==> src/rtl/ngh_pkg.sv <==
// shared types and constants for the noise gate with hysteresis
package ngh_pkg;

  localparam int CFG_IDX_W = 2;

  localparam logic [CFG_IDX_W-1:0] REG_CLOSE_LEVEL   = 2'd0;
  localparam logic [CFG_IDX_W-1:0] REG_OPEN_LEVEL    = 2'd1;
  localparam logic [CFG_IDX_W-1:0] REG_ATTACK_COEFF  = 2'd2;
  localparam logic [CFG_IDX_W-1:0] REG_RELEASE_COEFF = 2'd3;

  localparam logic [31:0] ATTACK_COEFF_RST  = 32'd16609444;
  localparam logic [31:0] RELEASE_COEFF_RST = 32'd16773720;

  typedef enum logic [1:0] {
    ST_IDLE,
    ST_MUL,
    ST_UPD,
    ST_GATE
  } ngh_state_t;

  typedef struct packed {
    logic load_in;
    logic mul_env;
    logic upd_env;
    logic load_out;
  } ngh_cmd_t;

endpackage

==> src/rtl/ngh_if.sv <==
// request channel interfaces for sample input and gated result
interface ngh_in_if #(
  parameter int SAMPLE_BITS = 24
);
  logic                          valid;
  logic                          ready;
  logic signed [SAMPLE_BITS-1:0] sample_in;

  modport source (output valid, output sample_in, input ready);
  modport sink (input valid, input sample_in, output ready);
endinterface

interface ngh_out_if #(
  parameter int SAMPLE_BITS    = 24,
  parameter int GAIN_FRAC_BITS = 24
);
  logic                          valid;
  logic                          ready;
  logic signed [SAMPLE_BITS-1:0] sample_out;
  logic [GAIN_FRAC_BITS:0]       gain_level;

  modport source (output valid, output sample_out, output gain_level, input ready);
  modport sink (input valid, input sample_out, input gain_level, output ready);
endinterface

==> src/rtl/noise_gate_hysteresis_envelope_top.sv <==
// top level of the noise gate with hysteresis and shared gain envelope
//
//   channel   dir   handshake          payload
//   in_chan   in    valid / ready      sample_in
//   out_chan  out   valid / ready      sample_out, gain_level
//   cfg_*     in    write enable only  cfg_index, cfg_data
//
// a request runs through these steps in order: accept with level compare, envelope multiply,
// envelope update, gate multiply into the output register
// the next request is taken while a result waits in the output register
// a stalled output holds the gate step until the register frees
// synchronous active-low reset closes the gate and loads default coefficients
module noise_gate_hysteresis_envelope_top
  import ngh_pkg::*;
#(
  parameter int SAMPLE_BITS    = 24,
  parameter int GAIN_FRAC_BITS = 24
) (
  input  logic                 clk,
  input  logic                 rst_n,
  ngh_in_if.sink               in_chan,
  ngh_out_if.source            out_chan,
  input  logic                 cfg_we,
  input  logic [CFG_IDX_W-1:0] cfg_index,
  input  logic [((SAMPLE_BITS > GAIN_FRAC_BITS) ? SAMPLE_BITS : GAIN_FRAC_BITS)-1:0] cfg_data
);

  localparam int CFG_W = (SAMPLE_BITS > GAIN_FRAC_BITS) ? SAMPLE_BITS : GAIN_FRAC_BITS;

  ngh_cmd_t cmd;

  ngh_ctrl u_ctrl (
    .clk       (clk),
    .rst_n     (rst_n),
    .in_valid  (in_chan.valid),
    .in_ready  (in_chan.ready),
    .out_valid (out_chan.valid),
    .out_ready (out_chan.ready),
    .cmd       (cmd)
  );

  ngh_dp #(
    .SAMPLE_BITS    (SAMPLE_BITS),
    .GAIN_FRAC_BITS (GAIN_FRAC_BITS),
    .CFG_W          (CFG_W)
  ) u_dp (
    .clk        (clk),
    .rst_n      (rst_n),
    .cfg_we     (cfg_we),
    .cfg_index  (cfg_index),
    .cfg_data   (cfg_data),
    .cmd        (cmd),
    .sample_in  (in_chan.sample_in),
    .sample_out (out_chan.sample_out),
    .gain_level (out_chan.gain_level)
  );

endmodule

==> src/rtl/ngh_ctrl.sv <==
// sequencer for one request: compare, envelope multiply, update, gate
module ngh_ctrl
  import ngh_pkg::*;
(
  input  logic     clk,
  input  logic     rst_n,
  input  logic     in_valid,
  output logic     in_ready,
  output logic     out_valid,
  input  logic     out_ready,
  output ngh_cmd_t cmd
);

  ngh_state_t state_r, state_nxt;
  logic       out_valid_r, out_valid_nxt;

  always_ff @(posedge clk) begin
    if (!rst_n) begin
      state_r     <= ST_IDLE;
      out_valid_r <= 1'b0;
    end else begin
      state_r     <= state_nxt;
      out_valid_r <= out_valid_nxt;
    end
  end

  always_comb begin
    state_nxt = state_r;
    cmd       = '0;
    in_ready  = 1'b0;
    unique case (state_r)
      ST_IDLE: begin
        in_ready = 1'b1;
        if (in_valid) begin
          cmd.load_in = 1'b1;
          state_nxt   = ST_MUL;
        end
      end
      ST_MUL: begin
        cmd.mul_env = 1'b1;
        state_nxt   = ST_UPD;
      end
      ST_UPD: begin
        cmd.upd_env = 1'b1;
        state_nxt   = ST_GATE;
      end
      ST_GATE: begin
        if (!out_valid_r || out_ready) begin
          cmd.load_out = 1'b1;
          state_nxt    = ST_IDLE;
        end
      end
      default: state_nxt = ST_IDLE;
    endcase
  end

  always_comb begin
    out_valid_nxt = out_valid_r;
    if (cmd.load_out) begin
      out_valid_nxt = 1'b1;
    end else if (out_ready) begin
      out_valid_nxt = 1'b0;
    end
  end

  assign out_valid = out_valid_r;

endmodule

==> src/rtl/ngh_dp.sv <==
// datapath: level registers, envelope state, envelope and gate multipliers
module ngh_dp
  import ngh_pkg::*;
#(
  parameter int SAMPLE_BITS    = 24,
  parameter int GAIN_FRAC_BITS = 24,
  parameter int CFG_W          = 24
) (
  input  logic                          clk,
  input  logic                          rst_n,
  input  logic                          cfg_we,
  input  logic [CFG_IDX_W-1:0]          cfg_index,
  input  logic [CFG_W-1:0]              cfg_data,
  input  ngh_cmd_t                      cmd,
  input  logic signed [SAMPLE_BITS-1:0] sample_in,
  output logic signed [SAMPLE_BITS-1:0] sample_out,
  output logic [GAIN_FRAC_BITS:0]       gain_level
);

  localparam int S = SAMPLE_BITS;
  localparam int G = GAIN_FRAC_BITS;
  localparam logic [G:0] GAIN_ONE = {1'b1, {G{1'b0}}};

  logic [S-1:0]          close_level_r, open_level_r;
  logic [G-1:0]          attack_coeff_r, release_coeff_r;
  logic [G:0]            env_r;
  logic signed [S-1:0]   sample_r;
  logic                  rise_r, decay_r;
  logic [2*G:0]          eprod_r;
  logic signed [S-1:0]   sample_out_r;
  logic [G:0]            gain_level_r;

  logic [S-1:0]          mag;
  logic                  rise, decay;
  logic [G-1:0]          coeff_sel;
  logic [G:0]            env_scaled;
  logic [G:0]            attack_gap;
  logic [G:0]            env_nxt;
  logic signed [S+G:0]   gate_prod;

  always_ff @(posedge clk) begin
    if (!rst_n) begin
      close_level_r   <= '0;
      open_level_r    <= '0;
      attack_coeff_r  <= ATTACK_COEFF_RST[G-1:0];
      release_coeff_r <= RELEASE_COEFF_RST[G-1:0];
    end else if (cfg_we) begin
      unique case (cfg_index)
        REG_CLOSE_LEVEL:   close_level_r   <= cfg_data[S-1:0];
        REG_OPEN_LEVEL:    open_level_r    <= cfg_data[S-1:0];
        REG_ATTACK_COEFF:  attack_coeff_r  <= cfg_data[G-1:0];
        REG_RELEASE_COEFF: release_coeff_r <= cfg_data[G-1:0];
        default: ;
      endcase
    end
  end

  // magnitude of the most negative sample is 2^(S-1), still fits unsigned
  assign mag   = sample_in[S-1] ? (~sample_in + 1'b1) : sample_in;
  assign rise  = mag > open_level_r;
  assign decay = !rise && (mag < close_level_r);

  assign coeff_sel  = rise_r ? attack_coeff_r : release_coeff_r;
  assign env_scaled = eprod_r[2*G:G];
  assign attack_gap = GAIN_ONE - {1'b0, attack_coeff_r};

  always_comb begin
    env_nxt = env_r;
    if (rise_r) begin
      env_nxt = env_scaled + attack_gap;
    end else if (decay_r) begin
      env_nxt = env_scaled;
    end
  end

  assign gate_prod = sample_r * $signed({1'b0, env_r});

  always_ff @(posedge clk) begin
    if (!rst_n) begin
      env_r <= '0;
    end else if (cmd.upd_env) begin
      env_r <= env_nxt;
    end
  end

  always_ff @(posedge clk) begin
    if (cmd.load_in) begin
      sample_r <= sample_in;
      rise_r   <= rise;
      decay_r  <= decay;
    end
    if (cmd.mul_env) begin
      eprod_r <= env_r * coeff_sel;
    end
    if (cmd.load_out) begin
      // dropping the low bits of the signed product floors toward minus infinity
      sample_out_r <= gate_prod[S+G-1:G];
      gain_level_r <= env_r;
    end
  end

  assign sample_out = sample_out_r;
  assign gain_level = gain_level_r;

endmodule

==> src/flat_wrapper.sv <==
// flat-port wrapper written by rule: the top's interface ports become plain ports
module noise_gate_hysteresis_envelope_top_flat import ngh_pkg::*;
#(
  parameter int SAMPLE_BITS    = 24,
  parameter int GAIN_FRAC_BITS = 24
)
  (clk, rst_n, cfg_we, cfg_index, cfg_data, in_chan_valid, in_chan_sample_in, in_chan_ready, out_chan_valid, out_chan_sample_out, out_chan_gain_level, out_chan_ready);
  ngh_in_if #(.SAMPLE_BITS(SAMPLE_BITS)) in_chan_i ();
  ngh_out_if #(.SAMPLE_BITS(SAMPLE_BITS), .GAIN_FRAC_BITS(GAIN_FRAC_BITS)) out_chan_i ();
  input  logic clk;
  input  logic rst_n;
  input  logic cfg_we;
  input  logic [CFG_IDX_W-1:0] cfg_index;
  input  logic [((SAMPLE_BITS > GAIN_FRAC_BITS) ? SAMPLE_BITS : GAIN_FRAC_BITS)-1:0] cfg_data;
  input wire logic [$bits(in_chan_i.valid)-1:0] in_chan_valid;
  input wire logic [$bits(in_chan_i.sample_in)-1:0] in_chan_sample_in;
  output wire logic [$bits(in_chan_i.ready)-1:0] in_chan_ready;
  output wire logic [$bits(out_chan_i.valid)-1:0] out_chan_valid;
  output wire logic [$bits(out_chan_i.sample_out)-1:0] out_chan_sample_out;
  output wire logic [$bits(out_chan_i.gain_level)-1:0] out_chan_gain_level;
  input wire logic [$bits(out_chan_i.ready)-1:0] out_chan_ready;
  assign in_chan_i.valid = in_chan_valid;
  assign in_chan_i.sample_in = in_chan_sample_in;
  assign in_chan_ready = in_chan_i.ready;
  assign out_chan_valid = out_chan_i.valid;
  assign out_chan_sample_out = out_chan_i.sample_out;
  assign out_chan_gain_level = out_chan_i.gain_level;
  assign out_chan_i.ready = out_chan_ready;
  noise_gate_hysteresis_envelope_top #(.SAMPLE_BITS(SAMPLE_BITS), .GAIN_FRAC_BITS(GAIN_FRAC_BITS)) u_core (.clk(clk), .rst_n(rst_n), .in_chan(in_chan_i), .out_chan(out_chan_i), .cfg_we(cfg_we), .cfg_index(cfg_index), .cfg_data(cfg_data));
endmodule
==> config.mk <==
export PLATFORM = sky130hd
export DESIGN_NAME = noise_gate_hysteresis_envelope_top_flat
export DESIGN_NICKNAME = d
export VERILOG_FILES = /design/src/rtl/ngh_pkg.sv /design/src/rtl/ngh_if.sv /design/src/rtl/noise_gate_hysteresis_envelope_top.sv /design/src/rtl/ngh_ctrl.sv /design/src/rtl/ngh_dp.sv /design/src/flat_wrapper.sv
export SDC_FILE = /design/constraint.sdc
export NUM_CORES = 2
export LEC_CHECK = 0
export ABC_CLOCK_PERIOD_IN_PS = 14200
export BUFFER_PORTS_ARGS = -buffer_cell sky130_fd_sc_hd__buf_2
export CAP_MARGIN = 40
export CELL_PAD_IN_SITES_DETAIL_PLACEMENT = 1
export CELL_PAD_IN_SITES_GLOBAL_PLACEMENT = 1
export CORE_ASPECT_RATIO = 0.9
export CORE_MARGIN = 1.5
export CORE_UTILIZATION = 40
export DETAILED_ROUTE_END_ITERATION = 8
export PLACE_DENSITY = 0.68
export SETUP_SLACK_MARGIN = 0.2
export SLEW_MARGIN = 20
export SYNTH_ARGS = -nofsm -noshare
export SYNTH_HDL_FRONTEND = slang
export SYNTH_HIERARCHICAL = 1
export SYNTH_SLANG_ARGS = --single-unit
==> constraint.sdc <==
create_clock -name clk -period 14.2 [get_ports clk]
set_input_delay 2.13 -clock clk [delete_from_list [all_inputs] [get_ports clk]]
set_output_delay 2.13 -clock clk [all_outputs]
set_load 0.01 [all_outputs]
; ---- Yosys cells after proc, flatten, opt, wreduce, memory -nomap -nowiden
; Index checks and enable logic that the tools add are counted.
[word_totals]
reg_bits = 248
in_bits = 55
out_inout_bits = 51
elab_cells = 59
[classes]
add_sub_neg = 3
multipliers = 2
order_cmp = 2
n_eq_ne = 8
n_mux = 16
bitwise_logic = 1
reduce_logical = 14
[ops]
columns = operator, count
row1 = $mux W25, 2
row2 = $mul A25 B24 Y49, 1
row3 = $mul A24 B26 Y48, 1
row4 = $mux W24, 2
row5 = $add A25 B25 Y25, 1
row6 = $sub A25 B24 Y25 const A, 1
row7 = $add A24 B1 Y24 const B, 1
row8 = $gt A24 B24 Y1, 1
row9 = $lt A24 B24 Y1, 1
row10 = $not A24 Y24, 1
row11 = $reduce_and A2 Y1, 6
row12 = $mux W1, 9
row13 = $eq A2 B2 Y1 const B, 4
row14 = $pmux W2 S4, 1
row15 = $eq A2 B1 Y1 const B, 2
row16 = $logic_not A2 Y1, 2
row17 = $mux W2, 2
row18 = $ne A2 B2 Y1 const B, 2
row19 = $reduce_bool A2 Y1, 2
row20 = $logic_not A1 Y1, 2
row21 = $logic_and A1 B1 Y1, 1
row22 = $logic_or A1 B1 Y1, 1

; ---- Logic depth before layout (Yosys ltp)
[logic_depth]
word_depth = 6
mapped_depth = 31
ltp_nobuf = 27

; ---- By module
; Netlist, hierarchy kept.
[by_module_without_submodules]
columns = mod, instances, cells_each, area_each_um2, seq_area_each_um2
row1 = ngh_dp, 1, 5292, 48297.6, 5425.2
row2 = ngh_ctrl, 1, 22, 209.0, 60.1

; ---- Least setup slack after synthesis
; No wires, ideal clock.
[synth_path]
path_kind = register to register
from = reg u_core.u_dp.rise_r
to = reg u_core.u_dp.eprod_r[48], data pin
setup_time_ps = 259
arrival_ps = 7502
required_time_ps = 13941
slack_ps = 6439
stages_incl_launch_ff = 28
n_path_buf = 4
synth_period_minus_slack_ps = 7761
cell_sequence = edfxtp_1 -> clkbuf_1 -> clkbuf_1 -> buf_1 -> mux2_2 -> clkbuf_1 -> nand2_1 -> fa_1 -> inv_1 -> fa_1 -> inv_1 -> fa_1 -> inv_1 -> fa_1 -> inv_1 -> fa_1 -> inv_1 -> fa_1 -> fa_1 -> ha_1 -> nand4_1 -> o41ai_1 -> o41ai_2 -> a21boi_2 -> o2111ai_1 -> a31oi_1 -> o21ai_0 -> a211o_1
[synth_between]
elab_chain_cells = 2
[synth_lines]
columns = item, line_no
row1 = from (decl), ngh_dp.sv:28  ; logic rise_r, decay_r;
row2 = from (signal assigned), ngh_dp.sv:89  ; rise_r <= rise;
row3 = $mux W24, ngh_dp.sv:63  ; assign coeff_sel = rise_r ? attack_coeff_r : release_coeff_r;
row4 = $mul A25 B24 Y49, ngh_dp.sv:93  ; eprod_r <= env_r * coeff_sel;
row5 = to (signal assigned), ngh_dp.sv:93
row6 = to (decl), ngh_dp.sv:29  ; logic [2*G:0] eprod_r;
; Every way passes these cells.
; A chain may end at the register's enable or synchronous reset.

; ---- Worst setup path after layout
; Ends and elaborated chain as after synthesis.

==> PnR_summary.wiki <==
{| class="wikitable"
! Metric !! Value
|-
| Outcome || finished, final reports clean
|-
| TritonCTS clock tree || done
|-
| Total standard cell area after synthesis || 48,510 sq um
|-
| Syn Area/Cell || 9.128 sq um
|-
| Die extent in x || 370.1 microns
|-
| Die outline area || 123,400 sq um
|-
| Final worst clock skew || 0.03851 ns
|-
| Clock input transition at the sequential cells of the worst setup and hold paths || 0.07 ns
|-
| Number of global-route vias before repair || 40,396
|-
| Crit. Startpoint || u_core/u_dp/rise_r
|-
| Total via count in the routed design || 35,353
|-
| Average wire per cell in the routed design || 20.93 microns
|-
| Net count of the finished layout || 6,771
|-
| Deepest level of the CTS H-tree || 1
|-
| Wire length of the first global-routing pass || 231,800 microns
|-
| EDFF count, synth || 100
|-
| Starting DRT DRC Count || 1,666
|-
| Biggest cell delay along the critical path || 0.76 ns
|-
| Number of setup violations in the final report || 0
|-
| Distinct cell type count after synthesis || 73
|-
| Register bit count reported by yosys || 224
|-
| Die Span Y || 333.4 microns
|-
| Wirelength, routed || 143,900 microns
|-
| Measured slew at the worst slew-check pin || 0.8156 ns
|-
| Diodes inserted || 0
|-
| Min Hold Slack || 0.4545 ns
|-
| Count of cells resized by post-cts repair || 0
|-
| Clock insertion delay at the later pin of the skew report || 0.63 ns
|-
| Synthesis warning total || 6
|-
| Post-synthesis cell count || 5,314
|-
| Standard-cell rows || 121
|-
| DRC errors left || 0
|-
| Num CTS Buffers || 29
|-
| CP Max Fanout || 50
|-
| GRT Total Usage || 24.24%
|-
| RePlAce Congestion || 0.8660
|-
| Setup repair after global routing missed its margin || false
|-
| FILL cells || 13,858
|-
| Path type of the worst setup path || register to register
|-
| Floorplan Core Area || 120,700 sq um
|-
| Synth Flop Type || dfxtp_1
|-
| Clk root buf || clkbuf_16
|-
| Fmax achieved || 0.1091 GHz
|-
| Share of flip-flops with an asynchronous set or reset after synthesis || 0%
|-
| Max Slew Vio Count || 0
|-
| Net count of the mapped netlist || 6,833
|-
| Most used cell along the critical path || fa_1
|-
| Final clock period utilization by the worst path || 64.57%
|-
| Hold buffers post-CTS || 0
|-
| Post-Route Setup TNS || 0 ns
|-
| Detailed placement HPWL || 112,100 microns
|-
| Startpoint of the worst hold path || u_core/u_dp/close_level_r[14]
|-
| Number of nets with antenna violations after detailed routing || 0
|-
| # Max-Cap Violations || 0
|-
| Cell with the largest stage delay on the worst path || mux2_2
|-
| Pin count of the biggest net entering global routing || 51
|-
| Critical R2R Launch || u_core/u_dp/rise_r
|-
| GRT overflow || 0
|-
| Layout cell share with drive strength beyond 1 || 5.630%
|-
| Clock Tree Buf Depth || 3
|-
| Signal arrival time at the worst endpoint || 9.53 ns
|-
| Critical path capture point type || register
|-
| Post-synthesis to final-layout area growth || 6.565%
|-
| Headroom to the max-slew limit || 45.63%
|-
| Worst hold path class || register to register
|-
| Number of top-level pins || 106
|-
| Sequential area share after synthesis || 11.31%
|-
| Hold Fails Final Rpt || 0
|-
| Avg Vias per Cell || 5.143
|-
| Port Buffers || 105
|-
| Initial core utilization || 40.20%
|-
| Initial antenna violation count || 4
|-
| TritonRoute pass-1 iters || 5
|-
| Clock sink total || 224
|-
| Startpoint type of the worst setup path || register
|-
| Minimum period implied by the final worst setup slack || 9.169 ns
|-
| Required @ worst endpoint || 14.56 ns
|-
| Post-layout utilization of the core || 42.84%
|-
| Buffers inserted during post-CTS setup optimization || 0
|}
-- layout make-up --
cell class                      count  area, sq um  area share (%)
Multi-Input combinational cell   3656        37660           72.86
Sequential cell                   224         5517           10.67
Inverter                         1157         4343           8.402
Tap cell                         1599         2001           3.870
Timing Repair Buffer              184         1250           2.418
Clock buffer                       41        832.0           1.610
Clock inverter                     13        88.84          0.1719
-- flip-flops by register name, summed over array words and instances, names as in the netlist, 2 cells and up --
signal and flops:
u_core/u_dp/sample_r 24, u_core/u_dp/close_level_r 24, u_core/u_dp/gain_level 25, u_core/u_dp/attack_coeff_r 24
u_core/u_dp/eprod_r 25, u_core/u_dp/env_r 25, u_core/u_dp/open_level_r 24, u_core/u_dp/sample_out 24
u_core/u_dp/release_coeff_r 24, u_core/u_ctrl/state_r 2
-- cell families (layout without fill, tap and decap cells) --
group	after synthesis	after routing	synth area share, %
simple gates	1651	1651	16.30
fa+ha+maj	1464	1464	53.35
buf+inv	1434	1395	11.11
compound gates	405	405	5.311
flops	224	224	11.31
xor+xnor	90	90	1.625
mux	46	46	1.003
-- cells in the final DEF (no fill, tap or decap), types with 71 or more instances in the layout --
cell	count
a21oi_1	156
and2_1	435
buf_2	105
dfxtp_1	99
edfxtp_1	100
fa_1	1007
ha_1	457
inv_1	1155
nand2_1	898
nor2_1	71
nor2b_1	83
-- per-layer routing --
layer	vias up	track usage (%)	wire length (microns)
met3	175	1.678	4511
li1	15759	-	-
met4	2	7.621	4943
met2	621	42.29	71940
met5	-	0	13
met1	18796	31.99	62450
-- cell usage after synthesis, drive strengths merged, types with 5 or more instances --
master | number | area share, %
nand3 | 32 | 0.33
inv | 1157 | 9.0
nand2 | 898 | 6.9
edfxtp | 100 | 6.2
nor2 | 72 | 0.56
o21ai | 64 | 0.66
and3 | 14 | 0.18
o31ai | 8 | 0.13
o21bai | 8 | 0.12
o21a | 11 | 0.17
buf | 8 | 0.072
a211oi | 20 | 0.31
a21oi | 157 | 1.6
nor2b | 84 | 1.1
xnor2 | 66 | 1.2
nand2b | 40 | 0.52
nand4 | 17 | 0.22
and2 | 435 | 5.6
fa | 1007 | 42
a21o | 62 | 0.96
or2 | 7 | 0.090
o41ai | 5 | 0.14
dfxtp | 124 | 5.1
or3 | 7 | 0.10
xor2 | 24 | 0.43
ha | 457 | 12
nor3 | 18 | 0.19
mux2i | 25 | 0.52
clkbuf | 269 | 2.1
nand3b | 8 | 0.12
mux2 | 21 | 0.49
a31oi | 11 | 0.14
o211ai | 18 | 0.28
a2111oi | 5 | 0.090
-- final timing paths --
| kind | end | slack, ns | cells after the start |
|---|---|---|---|
| min reg2reg | u_core/u_dp/close_level_r[14] | 0.45 | 2 |
| min | u_core/u_dp/close_level_r[14] | 0.45 | 2 |
| max | u_core/u_dp/eprod_r[48] | 5.03 | 26 |
| max reg2reg | u_core/u_dp/eprod_r[48] | 5.03 | 26 |
-- critical path: cells and delay by family, from the launching register on --
kind	cells	cell delay, ns
buffers and inverters	6	0.93
adder cells (fa/ha/maj)	8	3.79
AO/OA/AOI/OAI	9	2.56
flip-flops	1	0.56
AND/OR/NAND/NOR	2	0.23
multiplexers	1	0.76
-- per-stage QoR --
| stage | instance area (sq um) | std cells | setup WS, ns |
|---|---|---|---|
| final | 51690 | 6874 | 5.031 |
| after global routing | 51690 | 6874 | 4.494 |
| after CTS | 51670 | 6873 | 5.118 |
| after detailed placement | 50750 | 6819 | 5.132 |
| after global placement | 50550 | 6808 | 5.043 |
| after floorplan | 48510 | 5314 | 6.439 |
Power is left out: the tool's default activity adds up to more than one toggle a clock period on the data nets, which glitch-free logic cannot reach.
